<file path="config.mk">
export PLATFORM = sky130hd
export DESIGN_NAME = pan_tilt_slew_controller
export DESIGN_NICKNAME = d
export VERILOG_FILES = /design/src/rtl/pts_pkg.sv /design/src/rtl/pts_csr.sv /design/src/rtl/pan_tilt_slew_controller.sv
export VERILOG_INCLUDE_DIRS = /design/src /design/src/rtl
export SDC_FILE = /design/constraint.sdc
export NUM_CORES = 1
export LEC_CHECK = 0
export ABC_CLOCK_PERIOD_IN_PS = 7800
export BUFFER_PORTS_ARGS = -buffer_cell sky130_fd_sc_hd__clkbuf_2
export CORE_ASPECT_RATIO = 0.7
export CORE_MARGIN = 2
export CORE_UTILIZATION = 63
export CTS_BUF_LIST = sky130_fd_sc_hd__clkbuf_8
export DETAILED_ROUTE_END_ITERATION = 6
export GPL_ROUTABILITY_DRIVEN = 0
export GPL_TIMING_DRIVEN = 0
export PLACE_DENSITY = 0.82
export SYNTH_ARGS = -nofsm -noshare
export SYNTH_HDL_FRONTEND = slang
export SYNTH_SLANG_ARGS = --single-unit
</file>
<file path="constraint.sdc">
create_clock -name clock -period 7.8 [get_ports clock]
set_input_delay 2.34 -clock clock [delete_from_list [all_inputs] [get_ports clock]]
set_output_delay 2.34 -clock clock [all_outputs]
set_load 0.005 [all_outputs]
</file>
<file path="src/rtl/assert_macros.svh">
// assertion macros used by the rtl
`ifndef ASSERT_MACROS_SVH
`define ASSERT_MACROS_SVH

`ifndef SYNTHESIS

`define ASSERT_HOLDS(label, clk, rst, prop) \
   label: assert property (@(posedge clk) disable iff (rst) (prop)) \
      else $error("assertion failed");

`define ASSERT_IMPLIES(label, clk, rst, ante, cons) \
   label: assert property (@(posedge clk) disable iff (rst) (ante) |-> (cons)) \
      else $error("assertion failed");

`else

`define ASSERT_HOLDS(label, clk, rst, prop)

`define ASSERT_IMPLIES(label, clk, rst, ante, cons)

`endif

`endif

</file>
<file path="src/rtl/pts_pkg.sv">
// types, constants and helpers of the pan/tilt slew controller
package pts_pkg;

   localparam int CSR_INDEX_W = 3;
   localparam int CSR_DATA_W  = 16;

   typedef enum logic [CSR_INDEX_W-1:0] {
      REG_LINK_TIMEOUT  = 3'd0,
      REG_LASER_PULSE   = 3'd1,
      REG_SLEW_INTERVAL = 3'd2,
      REG_PAN_LIMIT     = 3'd3,
      REG_TILT_LIMIT    = 3'd4,
      REG_BLINK_LASER   = 3'd5,
      REG_BLINK_NOLINK  = 3'd6,
      REG_BLINK_TRIGGER = 3'd7
   } reg_index_type;

   localparam logic       KIND_TICK    = 1'b0;
   localparam logic       KIND_COMMAND = 1'b1;

   localparam logic [7:0] TRIGGER_OFF  = 8'd0;
   localparam logic [7:0] TRIGGER_ON   = 8'd1;
   localparam logic [7:0] TRIGGER_FIRE = 8'd2;

   localparam logic [15:0] RST_LINK_TIMEOUT  = 16'd2000;
   localparam logic [15:0] RST_LASER_PULSE   = 16'd2000;
   localparam logic [7:0]  RST_SLEW_INTERVAL = 8'd20;
   localparam logic [8:0]  RST_PAN_LIMIT     = 9'd270;
   localparam logic [7:0]  RST_TILT_LIMIT    = 8'd180;
   localparam logic [15:0] RST_BLINK_LASER   = 16'd100;
   localparam logic [15:0] RST_BLINK_NOLINK  = 16'd1000;
   localparam logic [15:0] RST_BLINK_TRIGGER = 16'd200;

   localparam logic [8:0] PAN_HOME  = 9'd135;
   localparam logic [7:0] TILT_HOME = 8'd90;

   typedef struct packed {
      logic              kind;
      logic signed [15:0] pan_request;
      logic signed [15:0] tilt_request;
      logic [7:0]        trigger_code;
   } req_type;

   typedef struct packed {
      logic [8:0] pan_now;
      logic [7:0] tilt_now;
      logic       trigger_out;
      logic       laser_out;
      logic       led_out;
      logic       link_up;
   } rsp_type;

   typedef struct packed {
      logic [15:0] link_timeout_ms;
      logic [15:0] laser_pulse_ms;
      logic [7:0]  slew_interval_ms;
      logic [8:0]  pan_limit;
      logic [7:0]  tilt_limit;
      logic [15:0] blink_laser_ms;
      logic [15:0] blink_nolink_ms;
      logic [15:0] blink_trigger_ms;
   } cfg_type;

   // negative words clamp to zero, large ones to the limit
   function automatic logic [8:0] clamp_angle(input logic signed [15:0] request,
                                              input logic [8:0] limit);
      logic [15:0] word;
      word = request;
      if (word[15]) begin
         return 9'd0;
      end else if (word > {7'd0, limit}) begin
         return limit;
      end else begin
         return word[8:0];
      end
   endfunction

endpackage

</file>
<file path="src/rtl/pts_csr.sv">
// configuration register bank of the pan/tilt slew controller
module pts_csr (
   input  logic                               clock,
   input  logic                               reset,
   input  logic                               wr_en,
   input  logic [pts_pkg::CSR_INDEX_W-1:0]    wr_index,
   input  logic [pts_pkg::CSR_DATA_W-1:0]     wr_data,
   output pts_pkg::cfg_type                   cfg
);

   pts_pkg::cfg_type cfg_ff;
   pts_pkg::cfg_type cfg_in;

   always_comb begin
      cfg_in = cfg_ff;
      if (wr_en) begin
         case (pts_pkg::reg_index_type'(wr_index))
            pts_pkg::REG_LINK_TIMEOUT:  cfg_in.link_timeout_ms  = wr_data;
            pts_pkg::REG_LASER_PULSE:   cfg_in.laser_pulse_ms   = wr_data;
            pts_pkg::REG_SLEW_INTERVAL: cfg_in.slew_interval_ms = wr_data[7:0];
            pts_pkg::REG_PAN_LIMIT:     cfg_in.pan_limit        = wr_data[8:0];
            pts_pkg::REG_TILT_LIMIT:    cfg_in.tilt_limit       = wr_data[7:0];
            pts_pkg::REG_BLINK_LASER:   cfg_in.blink_laser_ms   = wr_data;
            pts_pkg::REG_BLINK_NOLINK:  cfg_in.blink_nolink_ms  = wr_data;
            pts_pkg::REG_BLINK_TRIGGER: cfg_in.blink_trigger_ms = wr_data;
            default:                    cfg_in = cfg_ff;
         endcase
      end
   end

   always_ff @(posedge clock) begin
      if (reset) begin
         cfg_ff.link_timeout_ms  <= pts_pkg::RST_LINK_TIMEOUT;
         cfg_ff.laser_pulse_ms   <= pts_pkg::RST_LASER_PULSE;
         cfg_ff.slew_interval_ms <= pts_pkg::RST_SLEW_INTERVAL;
         cfg_ff.pan_limit        <= pts_pkg::RST_PAN_LIMIT;
         cfg_ff.tilt_limit       <= pts_pkg::RST_TILT_LIMIT;
         cfg_ff.blink_laser_ms   <= pts_pkg::RST_BLINK_LASER;
         cfg_ff.blink_nolink_ms  <= pts_pkg::RST_BLINK_NOLINK;
         cfg_ff.blink_trigger_ms <= pts_pkg::RST_BLINK_TRIGGER;
      end else begin
         cfg_ff <= cfg_in;
      end
   end

   assign cfg = cfg_ff;

endmodule

</file>
<file path="src/rtl/pan_tilt_slew_controller.sv">
// pan/tilt slew controller: command and tick handling, servo slew, laser, status led
//
// Requests arrive on req_valid/req_ready/req_data. Each one is either a one
// millisecond tick or a command frame carrying pan and tilt requests and a
// trigger code. Every accepted request yields exactly one response on
// rsp_valid/rsp_ready/rsp_data with the servo angles and output levels after
// that request has been applied.
// The response is registered and becomes valid in the cycle after acceptance.
// Throughput is one request per clock while rsp_ready is high; the whole update is one combinational
// pass from the state registers into the state and response registers.
// req_ready is high whenever the response register is empty or being taken,
// so a stalled receiver holds the response and blocks only new requests.
// Configuration registers are written on csr_valid/csr_ready/csr_index/csr_data,
// always ready, and should be written while no request is in flight.
// Synchronous reset restores the default configuration, homes both axes to
// 135 and 90 degrees, clears every timer and flag and drives the led steady on.
`include "assert_macros.svh"

module pan_tilt_slew_controller #(
   parameter int TIME_BITS = 16
) (
   input  logic                              clock,
   input  logic                              reset,
   input  logic                              req_valid,
   output logic                              req_ready,
   input  pts_pkg::req_type                  req_data,
   output logic                              rsp_valid,
   input  logic                              rsp_ready,
   output pts_pkg::rsp_type                  rsp_data,
   input  logic                              csr_valid,
   output logic                              csr_ready,
   input  logic [pts_pkg::CSR_INDEX_W-1:0]   csr_index,
   input  logic [pts_pkg::CSR_DATA_W-1:0]    csr_data
);

   localparam int CMP_W = (TIME_BITS > pts_pkg::CSR_DATA_W) ? TIME_BITS : pts_pkg::CSR_DATA_W;
   localparam logic [TIME_BITS-1:0] TIME_MAX = '1;

   pts_pkg::cfg_type cfg;
   pts_pkg::rsp_type rsp_data_ff;
   pts_pkg::rsp_type rsp_data_in;

   logic req_fire;
   logic rsp_valid_ff;
   logic rsp_valid_in;

   logic [8:0] pan_pos_ff,  pan_pos_in;
   logic [7:0] tilt_pos_ff, tilt_pos_in;
   logic [8:0] pan_tgt_ff,  pan_tgt_in;
   logic [7:0] tilt_tgt_ff, tilt_tgt_in;
   logic       trigger_on_ff, trigger_on_in;
   logic       laser_on_ff,   laser_on_in;
   logic       link_on_ff,    link_on_in;
   logic       led_level_ff,  led_level_in;
   logic       led_pin_ff,    led_pin_in;
   logic [TIME_BITS-1:0] laser_el_ff, laser_el_in;
   logic [TIME_BITS-1:0] link_el_ff,  link_el_in;
   logic [TIME_BITS-1:0] slew_el_ff,  slew_el_in;
   logic [TIME_BITS-1:0] blink_el_ff, blink_el_in;

   logic        blink_active;
   logic [15:0] blink_period;
   logic [8:0]  tilt_tgt_wide;

   pts_csr u_csr (
      .clock    (clock),
      .reset    (reset),
      .wr_en    (csr_valid & csr_ready),
      .wr_index (csr_index),
      .wr_data  (csr_data),
      .cfg      (cfg)
   );

   assign csr_ready = 1'b1;
   assign req_ready = ~rsp_valid_ff | rsp_ready;
   assign req_fire  = req_valid & req_ready;

   assign tilt_tgt_wide = pts_pkg::clamp_angle(req_data.tilt_request, {1'b0, cfg.tilt_limit});

   always_comb begin
      pan_pos_in    = pan_pos_ff;
      tilt_pos_in   = tilt_pos_ff;
      pan_tgt_in    = pan_tgt_ff;
      tilt_tgt_in   = tilt_tgt_ff;
      trigger_on_in = trigger_on_ff;
      laser_on_in   = laser_on_ff;
      link_on_in    = link_on_ff;
      led_level_in  = led_level_ff;
      led_pin_in    = led_pin_ff;
      laser_el_in   = laser_el_ff;
      link_el_in    = link_el_ff;
      slew_el_in    = slew_el_ff;
      blink_el_in   = blink_el_ff;
      blink_active  = 1'b0;
      blink_period  = cfg.blink_trigger_ms;

      if (req_data.kind == pts_pkg::KIND_TICK) begin
         if (laser_el_ff != TIME_MAX) laser_el_in = laser_el_ff + TIME_BITS'(1);
         if (link_el_ff != TIME_MAX)  link_el_in  = link_el_ff + TIME_BITS'(1);
         if (slew_el_ff != TIME_MAX)  slew_el_in  = slew_el_ff + TIME_BITS'(1);
         if (blink_el_ff != TIME_MAX) blink_el_in = blink_el_ff + TIME_BITS'(1);
      end else begin
         pan_tgt_in  = pts_pkg::clamp_angle(req_data.pan_request, cfg.pan_limit);
         tilt_tgt_in = tilt_tgt_wide[7:0];
         link_el_in  = '0;
         link_on_in  = 1'b1;
         if (req_data.trigger_code == pts_pkg::TRIGGER_ON) begin
            trigger_on_in = 1'b1;
         end else if (req_data.trigger_code == pts_pkg::TRIGGER_OFF) begin
            trigger_on_in = 1'b0;
         end
         if (req_data.trigger_code == pts_pkg::TRIGGER_FIRE && !laser_on_ff) begin
            laser_on_in = 1'b1;
            laser_el_in = '0;
         end
      end

      // link watchdog
      if (link_on_in && (CMP_W'(link_el_in) > CMP_W'(cfg.link_timeout_ms))) begin
         link_on_in = 1'b0;
      end

      // one degree per interval toward the target
      if (CMP_W'(slew_el_in) >= CMP_W'(cfg.slew_interval_ms)) begin
         if (pan_pos_ff < pan_tgt_in) begin
            pan_pos_in = pan_pos_ff + 9'd1;
         end else if (pan_pos_ff > pan_tgt_in) begin
            pan_pos_in = pan_pos_ff - 9'd1;
         end
         if (tilt_pos_ff < tilt_tgt_in) begin
            tilt_pos_in = tilt_pos_ff + 8'd1;
         end else if (tilt_pos_ff > tilt_tgt_in) begin
            tilt_pos_in = tilt_pos_ff - 8'd1;
         end
         slew_el_in = '0;
      end

      if (laser_on_in && (CMP_W'(laser_el_in) >= CMP_W'(cfg.laser_pulse_ms))) begin
         laser_on_in = 1'b0;
      end

      // led priority: laser, no link, trigger, else steady
      if (laser_on_in) begin
         blink_active = 1'b1;
         blink_period = cfg.blink_laser_ms;
      end else if (!link_on_in) begin
         blink_active = 1'b1;
         blink_period = cfg.blink_nolink_ms;
      end else if (trigger_on_in) begin
         blink_active = 1'b1;
         blink_period = cfg.blink_trigger_ms;
      end

      if (blink_active) begin
         if (CMP_W'(blink_el_in) >= CMP_W'(blink_period)) begin
            led_level_in = ~led_level_ff;
            led_pin_in   = ~led_level_ff;
            blink_el_in  = '0;
         end
      end else begin
         led_pin_in = 1'b1;
      end

      rsp_data_in.pan_now     = pan_pos_in;
      rsp_data_in.tilt_now    = tilt_pos_in;
      rsp_data_in.trigger_out = trigger_on_in;
      rsp_data_in.laser_out   = laser_on_in;
      rsp_data_in.led_out     = led_pin_in;
      rsp_data_in.link_up     = link_on_in;

      if (req_fire) begin
         rsp_valid_in = 1'b1;
      end else if (rsp_ready) begin
         rsp_valid_in = 1'b0;
      end else begin
         rsp_valid_in = rsp_valid_ff;
      end
   end

   always_ff @(posedge clock) begin
      if (reset) begin
         rsp_valid_ff  <= 1'b0;
         pan_pos_ff    <= pts_pkg::PAN_HOME;
         tilt_pos_ff   <= pts_pkg::TILT_HOME;
         pan_tgt_ff    <= pts_pkg::PAN_HOME;
         tilt_tgt_ff   <= pts_pkg::TILT_HOME;
         trigger_on_ff <= 1'b0;
         laser_on_ff   <= 1'b0;
         link_on_ff    <= 1'b0;
         led_level_ff  <= 1'b0;
         led_pin_ff    <= 1'b1;
         laser_el_ff   <= '0;
         link_el_ff    <= '0;
         slew_el_ff    <= '0;
         blink_el_ff   <= '0;
      end else begin
         rsp_valid_ff <= rsp_valid_in;
         if (req_fire) begin
            pan_pos_ff    <= pan_pos_in;
            tilt_pos_ff   <= tilt_pos_in;
            pan_tgt_ff    <= pan_tgt_in;
            tilt_tgt_ff   <= tilt_tgt_in;
            trigger_on_ff <= trigger_on_in;
            laser_on_ff   <= laser_on_in;
            link_on_ff    <= link_on_in;
            led_level_ff  <= led_level_in;
            led_pin_ff    <= led_pin_in;
            laser_el_ff   <= laser_el_in;
            link_el_ff    <= link_el_in;
            slew_el_ff    <= slew_el_in;
            blink_el_ff   <= blink_el_in;
         end
      end
   end

   always_ff @(posedge clock) begin
      if (req_fire) begin
         rsp_data_ff <= rsp_data_in;
      end
   end

   assign rsp_valid = rsp_valid_ff;
   assign rsp_data  = rsp_data_ff;

   // each request moves an axis by at most one degree
   `ASSERT_IMPLIES(a_pan_step, clock, reset, req_fire, ##1 (pan_pos_ff == $past(pan_pos_ff) || pan_pos_ff == $past(pan_pos_ff) + 9'd1 || pan_pos_ff == $past(pan_pos_ff) - 9'd1))
   // a command always leaves the link up
   `ASSERT_IMPLIES(a_cmd_link, clock, reset, req_fire && req_data.kind == pts_pkg::KIND_COMMAND, ##1 link_on_ff)
   // every accepted request produces a response
   `ASSERT_IMPLIES(a_fire_rsp, clock, reset, req_fire, ##1 rsp_valid_ff)
   // idle status shows a steady led
   `ASSERT_HOLDS(a_steady_led, clock, reset, !(rsp_valid_ff && rsp_data_ff.link_up && !rsp_data_ff.laser_out && !rsp_data_ff.trigger_out) || rsp_data_ff.led_out)

endmodule

</file>
---- Yosys cells after proc, flatten, opt, wreduce, memory -nomap -nowiden ----
Cells that the tools add are included.
word-level totals
  register bits ........................... 230
  input bits .............................. 65
  output and inout bits ................... 24
operators by class
  multiplexer cells ....................... 41
  magnitude comparators ................... 10
  bitwise gates (word level) .............. 4
  equality and inequality tests ........... 13
  add/sub/neg operators ................... 8
  reductions and logical operators ........ 16
operators by type and width
  cell                                                  number
  2-to-1 mux 16 bit                                     14
  adder 16 x 1 -> 16 bit (second input constant)        4
  inequality test 16 bit (second input constant)        4
  2-to-1 mux 9 bit                                      6
  2-to-1 mux 8 bit                                      6
  greater-or-equal comparator 16 bit                    2
  greater-or-equal comparator 16 x 8 -> 1 bit           1
  greater-than comparator 16 bit                        1
  greater-than comparator 16 x 8 -> 1 bit               1
  greater-than comparator 16 x 9 -> 1 bit               1
  AND reduction 2 bit                                   8
  2-to-1 mux 1 bit                                      15
  equality test 3 bit (second input constant)           4
  adder 9 x 1 -> 9 bit (second input constant)          1
  greater-than comparator 9 bit                         1
  < comparator 9 bit                                    1
  subtractor 9 x 1 -> 9 bit (second input constant)     1
  adder 8 x 1 -> 8 bit (second input constant)          1
  equality test 8 x 1 -> 1 bit (second input constant)  1
  equality test 8 x 2 -> 1 bit (second input constant)  1
  greater-than comparator 8 bit                         1
  zero test 8 bit                                       1
  < comparator 8 bit                                    1
  subtractor 8 x 1 -> 8 bit (second input constant)     1
  other kinds (10)                                      14

---- Depth between registers and ports, before layout ----
Gate-level depths: netlist of run 1.
  word-level depth ........................ 11
  mapped depth ............................ 29
  mapped depth without buffers ............ 27

---- Hierarchy ----
From an unflattened synthesis of run 1, not the netlist that was laid out.
second synthesis, totals
  cells, all modules ...................... 1,626
  area total of the unflattened synthesis .. 14,066.0 um^2
modules (own cells, without submodules)
  module                    seq. area each (um^2)  times used  area an instance (um^2)  cells an instance
  pan_tilt_slew_controller  2,712.6                1           9,935.8                  1,243
  pts_csr                   2,102.0                1           4,130.2                  383

---- Worst setup path after synthesis of run 1 ----
OpenSTA, ideal clock, no wires.
  kind .................................... input -> register
  from .................................... input req_data[5] (netlist bit)
  to ...................................... register blink_el_ff[0]
  data required time ...................... 7,730 ps
  setup time .............................. 70 ps
  path slack .............................. 552 ps
  arrival ................................. 7,177 ps
  buffers on the path ..................... 3
  stages on the path ...................... 28
  path through ............................ nor4_1 -> nand3_1 -> nor3b_1 -> nor2b_1 -> clkbuf_1 -> a21oi_1 -> nand2_1 -> o21ai_0 -> ha_1 -> a21o_1 -> a21o_1 -> a21oi_1 -> o211ai_1 -> a211o_1 -> inv_1 -> clkbuf_1 -> nor2_1 -> a21oi_1 -> ha_1 -> a21o_1 -> a21o_1 -> a211oi_1 -> o21ai_0 -> a21oi_1 -> a31o_2 -> clkbuf_1 -> o21ai_0 -> a21oi_1
on the way
  longest elaborated chain between the ends .. 11
  elaborated cells on any way between the ends .. 21
  classes of those cells .................. order compare (2); eq/ne (2); mux (14); reduce/logical (3)
RTL lines
  item                                    line                             text
  start, declared                         pan_tilt_slew_controller.sv:26   input pts_pkg::req_type req_data,
  equality test 8 x 2 -> 1 bit (*)        pan_tilt_slew_controller.sv:112  if (req_data.trigger_code == pts_pkg::TRIGGER_FIRE && !laser_on_ff) begin
  logical AND 1 bit (*)                   pan_tilt_slew_controller.sv:112
  2-to-1 mux 16 bit (*)                   pan_tilt_slew_controller.sv:112
  2-to-1 mux 16 bit (*)                   pan_tilt_slew_controller.sv:97   if (req_data.kind == pts_pkg::KIND_TICK) begin
  net laser_el_in[9]                      pan_tilt_slew_controller.sv:56   logic [TIME_BITS-1:0] laser_el_ff, laser_el_in;
  greater-or-equal comparator 16 bit (*)  pan_tilt_slew_controller.sv:138  if (laser_on_in && (CMP_W'(laser_el_in) >= CMP_W'(cfg.laser_pulse_ms))) begin
  logical AND 1 bit (*)                   pan_tilt_slew_controller.sv:138
  2-to-1 mux 1 bit (*)                    pan_tilt_slew_controller.sv:138
  2-to-1 mux 16 bit                       pan_tilt_slew_controller.sv:143  if (laser_on_in) begin
  greater-or-equal comparator 16 bit      pan_tilt_slew_controller.sv:155  if (CMP_W'(blink_el_in) >= CMP_W'(blink_period)) begin
  2-to-1 mux 16 bit                       pan_tilt_slew_controller.sv:155
  2-to-1 mux 16 bit (*)                   pan_tilt_slew_controller.sv:154  if (blink_active) begin
  end signal, assigned                    pan_tilt_slew_controller.sv:211  blink_el_ff <= blink_el_in;
  end, declared                           pan_tilt_slew_controller.sv:59   logic [TIME_BITS-1:0] blink_el_ff, blink_el_in;
The timed path passes the listed nets; every way through them passes the cells marked *.
A chain may end at the register's enable or synchronous reset.

---- Final worst setup path of run 1 ----
  from .................................... input req_data[40] (netlist bit)
  to ...................................... register blink_el_ff[3]
on the way
  longest elaborated chain between the ends .. 9
  elaborated cells on any way between the ends .. 20
  classes of those cells .................. order compare (3); mux (15); reduce/logical (2)
RTL lines
  item                                line                             text
  2-to-1 mux 16 bit (*)               pan_tilt_slew_controller.sv:97
  net link_el_in[10]                  pan_tilt_slew_controller.sv:57   logic [TIME_BITS-1:0] link_el_ff, link_el_in;
  greater-than comparator 16 bit (*)  pan_tilt_slew_controller.sv:119  if (link_on_in && (CMP_W'(link_el_in) > CMP_W'(cfg.link_timeout_ms))) begin
  logical AND 1 bit (*)               pan_tilt_slew_controller.sv:119
  2-to-1 mux 1 bit (*)                pan_tilt_slew_controller.sv:119
  net link_on_in                      pan_tilt_slew_controller.sv:53   logic link_on_ff, link_on_in;
  2-to-1 mux 16 bit                   pan_tilt_slew_controller.sv:146  end else if (!link_on_in) begin
  2-to-1 mux 16 bit                   pan_tilt_slew_controller.sv:143
  greater-or-equal comparator 16 bit  pan_tilt_slew_controller.sv:155
  2-to-1 mux 16 bit                   pan_tilt_slew_controller.sv:155
  2-to-1 mux 16 bit (*)               pan_tilt_slew_controller.sv:154
Marks and branches as above.

==> run_results.csv, run 1 <==
group,metric,value,unit
final_layout,area_growth,11.71,%
place,place_ws,-1288,ps
synthesis,synth-seq-cells,230,
cts,numCtsBuffers,37,
cts,clock_latency,550,ps
timing,worstMarginPinSlew,964.9,ps
global_routing,grt_pass1_vias,11800,
synthesis,synth_top_area_share,31.66,%
setup_path,criticalPathCategory,"in -> reg",
routing,ant_nets,0,
synthesis,async_reset_ff_share,0,%
power,powerDensity,177.0,mW/mm²
routing,post-route-drc-count,0,
synthesis,synthCells,1664,
cts,ctsRootBufferMaster,"clkbuf_8",
final_layout,final-instance-count-excl-fill,2078,
timing,timing.fmax,132.4,MHz
synthesis,avgSynthCellArea,7.942,µm²
synthesis,yosys-top-cells-area,"dfxtp_1 (32%), ha_1 (9.3%), nand2_1 (8.2%)",
final_layout,multi_input_area,0.007766,mm²
setup_path,cpMaxStageDelayCell,"a2111oi_1",
die,die_w,177.1,µm
global_routing,grt-ovfl-total,0,
final_layout,drive_gt1_share,10.54,%
routing,routedWlPerCell,19.31,µm
place,place_inst,2016,
cts,cts_tree,"done",
routing,wl,40130,µm
setup_path,crit_family,"compound AO/OA/AOI/OAI gates",
cts,path_clk_slew,60,ps
synthesis,ys_seq_area_share,36.43,%
synthesis,synth_area,0.01322,mm²
routing,firstDrtPassIters,6,
final_layout,regArea,0.004815,mm²
setup_path,start_kind,"input port",
global_routing,antenna_found_initial,0,
timing,setup-violations-final,0,
final_layout,n_fill_cell,1672,
global_routing,grt_first_pass_wirelength,62510,µm
final_layout,stdcell_area,0.01476,mm²
synthesis,synth.most_common_cell,"nand2_1",
synthesis,synth_warnings,0,
cts,cts.sink_count,230,
setup_path,end_kind,"register",
place,numPortBuffers,76,
final_layout,fin_nets,1940,
run_status,outcome,"completed",
timing,max_slew_margin,35.14,%
final_layout,n_antenna_cell,0,
setup_path,cp_common_cell,"clkbuf_4",
synthesis,ys_types,71,
setup_path,path_cells,"clkbuf_2 -> clkbuf_4 -> clkinv_2 -> buf_2 -> o21ai_0 -> a31oi_1 -> ha_1 -> nand4_1 -> nor2_1 -> a21boi_0 -> o41ai_2 -> a32o_1 -> clkbuf_4 -> clkbuf_4 -> mux2i_1 -> nor2_1 -> a21oi_1 -> ha_1 -> o21ai_0 -> a2111oi_1 -> a21oi_2 -> a31o_2 -> buf_2 -> a32o_1",
setup_path,worstPathMaxFanout,10,
synthesis,yosysTopAreaCell,"dfxtp_1",
global_routing,grt_max_degree,31,
die,rows,44,
setup_path,cp.buffers_inverters,7,
routing,vias,13130,
job,maxCapViolations,0,
final_layout,utilization,71.51,%
power,total_power,2613,µW
timing,finalHoldViolCount,0,
power,p_leak,0.006059,µW
global_routing,gr-usage-all-layers,35.63,%
setup_path,critical-path-max-stage-delay,460,ps
cts,h-tree-depth,2,
place,dpl.hpwl,29170,µm
setup_path,required,8220,ps
die,start_util,64.01,%
die,io_pins,89,
timing,fin_crit,7554,ps
place,placed_cell_area,0.01394,mm²
synthesis,ys_top_cells_by_count,"nand2_1 (290), dfxtp_1 (209), a21oi_1 (185)",
synthesis,synth-main-ff-cell,"dfxtp_1",
routing,drt_iter0_drc,1816,
timing,layout_worst_path_cycle_share,96.85,%
synthesis,synth_edf_count,21,
routing,via_per_inst,6.318,
timing,maxSlewViolCount,0,
timing,fin_ws,245.9,ps
setup_path,critPathArrivalTime,7980,ps
cts,post_cts_buffers,0,
power,peakVddDrop,0.0001307,V
synthesis,synth.net_count,1827,
cts,cts_resized,6,
die,die_h,125.2,µm
timing,skew,19.34,ps
die,core,0.02064,mm²
die,die_area,0.02217,mm²
cts,cts-hold-fix-buffers,0,
hold_path,hold_class,"reg -> reg",
cts,clockBufferDepth,3,
## state kept, by name (all words and copies together), names as in the netlist, 8 cells and up
name         count
tilt_tgt_ff      8
tilt_pos_ff      8
rsp_data        21
slew_el_ff      16
pan_pos_ff       9
laser_el_ff     16
u_csr.cfg      105
link_el_ff      16
pan_tgt_ff       9
blink_el_ff     16
## area by class of cell
| type | instances | share of cell area [%] |
|---|---|---|
| Multi-Input combinational cell | 1266 | 52.61 |
| Sequential cell | 230 | 32.61 |
| Clock buffer | 53 | 4.941 |
| Buffer | 91 | 2.678 |
| Timing Repair Buffer | 76 | 2.576 |
| Tap cell | 276 | 2.339 |
| Inverter | 75 | 1.915 |
| Clock inverter | 11 | 0.3305 |
## cell usage in the layout, fill, tap and decap left out, types with 13 or more instances in the layout
cell	instances
dfxtp_1	209
nor3_1	44
a21o_1	25
o211ai_1	27
mux2i_1	37
nor2_1	112
and3_1	30
nand3_1	74
clkbuf_2	90
and4_1	13
clkbuf_8	53
xnor2_1	28
nand2_1	290
a31oi_1	13
or3_1	16
nor2b_1	14
clkbuf_1	61
nand4_1	29
inv_1	81
edfxtp_1	21
o21ai_0	52
a21oi_1	182
xor2_1	26
ha_1	98
## per-layer routing
metal | part of all wire, % | vias up | wire [µm] | global-route usage (%)
met1 | 44 | 6124 | 17640 | 53.83
met3 | 13 | 87 | 5071 | 6.752
met2 | 41 | 802 | 16420 | 51.34
met4 | 2.5 | 0 | 998 | 10.26
li1 | - | 6116 | - | -
met5 | 0 | - | 0 | 0
## power breakdown
part / total, µW / switching, µW / leakage [µW] / internal [µW]
Sequential: 1230 / 15.1 / 0.00188 / 1220
Combinational: 273 / 188 / 0.00375 / 85.6
Clock: 1110 / 507 / 0.000430 / 599
## path summary, 6_finish.rpt
| kind | end | cells after the start | slack [ps] | start |
|---|---|---|---|---|
| max | blink_el_ff[3]$_SDFFE_PP0P_ | 24 | 250 | req_data[40] |
| min | u_csr.cfg[20]$_SDFFE_PP0P_ | 2 | 460 | u_csr.cfg[20]$_SDFFE_PP0P_ |
| max reg2reg | blink_el_ff[3]$_SDFFE_PP0P_ | 26 | 1060 | link_el_ff[4]$_SDFFE_PP0P_ |
| min reg2reg | u_csr.cfg[20]$_SDFFE_PP0P_ | 2 | 460 | u_csr.cfg[20]$_SDFFE_PP0P_ |
## worst reg2reg max path, stage by stage (launching register included)
cell       delay, ps
dfxtp_1          300
buf_2            180
and4_1           270
nand3_1          180
nor4_1           690
nor2_1           260
nand2_1          180
xor2_1           170
nor2_1            70
ha_1             330
a21o_1           190
nand3_1           80
a21oi_1          110
o41ai_2          410
a32o_1           300
clkbuf_4         320
clkbuf_4         330
mux2i_1          310
nor2_1            70
a21oi_1          210
ha_1             210
o21ai_0           90
a2111oi_1        460
a21oi_2          160
a31o_2           290
buf_2            200
a32o_1           280
## cell families after synthesis
logic type / count (synthesis) / synth area share [%]
and+or+nand+nor: 673 / 23.78
adders and majority gates: 98 / 9.279
DFF: 230 / 36.43
other: 1 / 0.02838
xor gates and xnor gates: 54 / 3.579
AOI/OAI and AO/OA: 397 / 18.55
buffers and inverters: 168 / 5.037
muxes: 43 / 3.314
## stage by stage
step / setup TNS [ps] / hold WS (ps)
6_report: 0 / 455.1
2_1_floorplan: 0 / 435.7
4_1_cts: 0 / 456.4
3_5_place_dp: -20070 / 446.9
3_3_place_gp: -17880 / 441.0
5_1_grt: -0.4778 / 477.1
Note: power is estimated with default switching activity, not from simulation.
==> inputs of run 2 (changes only) <==
- CORE_UTILIZATION: 63 -> 64
- SYNTH_HIERARCHICAL: default -> 1
==> run 2 against run 1 <==
Net effect: critical path type unchanged; largest cell class unchanged; largest power group unchanged; clock power grew 12%; first-iteration DRC count fell by 13%; register-to-register slack got worse by 140 ps; critical endpoint is now led_level_ff$_SDFFE_PP0P_; hold slack improved by 8.3 ps; clock-buffer cell count shrank 9; clock skew rose by 11 ps; flip-flop and latch count unchanged; total power increased by 6.4%; highest routed layer is now met5; fmax is 0.54% lower; non-clock buffer count grew 19.
==> run_results.csv, run 2 <==
group,metric,value,unit
run_status,outcome,"completed",
die,rows,45,
place,dpl.hpwl,31400,µm
final_layout,fin_nets,1915,
place,placed_cell_area,0.01486,mm²
final_layout,utilization,73.28,%
timing,setup-violations-final,0,
routing,routedWlPerCell,20.93,µm
routing,ant_nets,0,
cts,path_clk_slew,60,ps
timing,fin_crit,7595,ps
final_layout,largest_register_ff_count,105,
synthesis,synth-main-ff-cell,"dfxtp_1",
die,io_pins,89,
routing,post-route-drc-count,0,
synthesis,avgSynthCellArea,8.651,µm²
setup_path,path_cells,"clkbuf_2 -> buf_6 -> nand3_1 -> nor3b_4 -> nor2b_2 -> clkbuf_4 -> nor2_1 -> mux2i_1 -> ha_1 -> nor2b_1 -> o21ai_0 -> a211oi_2 -> o31ai_1 -> a2111o_1 -> clkbuf_4 -> buf_6 -> mux2i_1 -> ha_1 -> o21ai_0 -> a2111oi_1 -> a221oi_2 -> buf_4 -> a311oi_4 -> mux2_2",
synthesis,synth_edf_count,21,
global_routing,globalRouteMet1Util,52.26,%
global_routing,grt_pass1_vias,12450,
global_routing,globalRouteMet2Util,52.15,%
setup_path,start_kind,"input port",
timing,maxSlewViolCount,0,
cts,cts_tree,"done",
setup_path,critPathArrivalTime,8020,ps
power,power.switching,737.9,µW
power,total_power,2780,µW
setup_path,criticalPathCategory,"in -> reg",
synthesis,synth.most_common_cell,"dfxtp_1",
final_layout,layout_common_cells,"dfxtp_1 (209), mux2i_1 (139), nor2_1 (129), nand2_1 (111), ha_1 (98)",
power,p_leak,0.006941,µW
global_routing,antenna_found_initial,1,
synthesis,yosysTopAreaCell,"dfxtp_1",
final_layout,drive_gt1_share,13.09,%
timing,layout_worst_path_cycle_share,97.37,%
global_routing,gr-usage-all-layers,36.58,%
global_routing,grt_first_pass_wirelength,67030,µm
timing,fin_ws,204.9,ps
die,die_area,0.02320,mm²
setup_path,worstPathMaxFanout,10,
cts,numCtsBuffers,37,
global_routing,busiest_layer,"met1",
die,die_w,181.2,µm
job,maxCapViolations,0,
synthesis,ys_types,77,
final_layout,stdcell_area,0.01584,mm²
place,numPortBuffers,87,
power,p_sw_share,26.54,%
timing,rsz0062_at_grt,"false",
global_routing,grt_max_degree,31,
timing,tns,0,ps
global_routing,use_met3,10.09,%
routing,drt_iter0_drc,1575,
synthesis,synth-seq-cells,230,
synthesis,ys_top_cells_by_count,"dfxtp_1 (209), mux2i_1 (141), nor2_1 (129)",
final_layout,layout_commonest_cell,"dfxtp_1",
cts,clock_latency,550,ps
routing,via_per_inst,6.520,
synthesis,yosys-top-cells-area,"dfxtp_1 (30%), mux2i_1 (10%), ha_1 (8.7%)",
power,internal_power,2042,µW
power,pwr-share-seq,44.5,%
timing,timing.fmax,131.7,MHz
power,peakVddDrop,0.0001585,V
setup_path,required,8220,ps
final_layout,area_growth,12.63,%
die,core,0.02162,mm²
synthesis,ys_seq_area_share,34.23,%
timing,skew,30.47,ps
power,pwr-share-clk,44.6,%
synthesis,synth_warnings,6,
synthesis,synthCells,1626,
setup_path,cpMaxStageDelayCell,"a2111oi_1",
power,powerDensity,175.5,mW/mm²
synthesis,async_reset_ff_share,0,%
timing,worstMarginPinSlew,1133,ps
timing,finalHoldViolCount,0,
die,start_util,65.06,%
setup_path,end_kind,"register",
setup_path,critical-path-max-stage-delay,480,ps
routing,firstDrtPassIters,6,
final_layout,n_antenna_cell,0,
final_layout,regArea,0.004815,mm²
power,comb_power_share,11.0,%
cts,h-tree-depth,2,
global_routing,grt-ovfl-total,0,
cts,ctsRootBufferMaster,"clkbuf_8",
synthesis,synth_area,0.01407,mm²
final_layout,multi_input_area,0.008591,mm²
synthesis,synth_top_area_share,29.75,%
final_layout,n_fill_cell,1586,
routing,vias,13450,
cts,cts.sink_count,230,
hold_path,hold_class,"reg -> reg",
synthesis,synth.net_count,1789,
timing,max_slew_margin,23.63,%
die,die_h,128.0,µm
routing,wl,43150,µm
cts,clockBufferDepth,3,
place,place_ws,-1699,ps
[run 2: cell count changes in the layout (fill, tap and decap cells not counted), moves of 10 or more]
| cell | delta |
|---|---|
| and2_1 | +10 |
| mux2_2 | +22 |
| nor2_1 | +17 |
| nand2b_1 | +84 |
| or4_1 | +10 |
| mux2i_1 | +102 |
| a21oi_1 | -91 |
| o211ai_1 | -20 |
| a31oi_1 | +10 |
| nand3_1 | -15 |
| o31ai_1 | +11 |
| nand2_1 | -179 |
[run 2: critical path, delay by kind of cell]
kind,cells,cell delay (ps)
compound gates,8,1980
buf+inv,6,1280
mux,3,990
simple gates,5,880
fa+ha+maj,2,540
[run 2: layout make-up]
type	instances	area share, %
plain buffers	98	3.001
clock buffers	44	3.822
clock inverters	23	1.682
inverters	78	1.856
multi-input cells	1219	54.23
flip-flops and latches	230	30.39
well taps	282	2.227
repair buffers	88	2.796
[run 2: path summary, 6_finish.rpt]
check / start / to / cells past startpoint / slack [ps]
max: req_data[40] / led_level_ff$_SDFFE_PP0P_ / 24 / 200
max reg2reg: link_el_ff[4]$_SDFFE_PP0P_ / blink_el_ff[6]$_SDFFE_PP0P_ / 27 / 920
min: link_on_ff$_SDFFE_PP0P_ / link_on_ff$_SDFFE_PP0P_ / 2 / 460
min reg2reg: link_on_ff$_SDFFE_PP0P_ / link_on_ff$_SDFFE_PP0P_ / 2 / 460
[run 2: repair_timing]
action,4_1_cts,5_1_grt
gates resized for setup,13,24
endpoints found under the setup margin,19,19
hold buffers,0,0
pin swaps,1,2
buffers inserted,1,0
[run 2: power by group through the flow]
stage / Clock (µW) / Combinational (µW) / Sequential [µW]
after floorplan: 0 / 179 / 1260
after global placement: 0 / 274 / 1260
after detailed placement: 0 / 284 / 1260
after CTS: 1240 / 288 / 1230
after global routing: 1290 / 323 / 1240
final: 1240 / 304 / 1240
[run 2: metrics by stage]
stage               hold slack, ps  cells
finish                       463.4   2062
global route                 485.6   2062
CTS                          457.8   2062
detailed placement           449.1   1995
global placement             446.1   1995
floorplan                    436.7   1626
[run 2: cells by family after synthesis]
kind of cell	Yosys count	share of synthesized area, %
muxes	171	12.44
xor gates and xnor gates	49	3.051
adders and majority gates	98	8.717
and+or+nand+nor	605	22.79
other	1	0.02666
buffers and inverters	177	5.266
AOI/OAI and AO/OA	295	13.49
DFF	230	34.23
[run 2: metal layers]
metal,wire length (µm),up-vias,part of all wire (%)
met4,1669,2,3.9
met1,18330,6328,42
met5,10,-,0.023
met3,5896,131,14
li1,-,6117,-
met2,17250,867,40
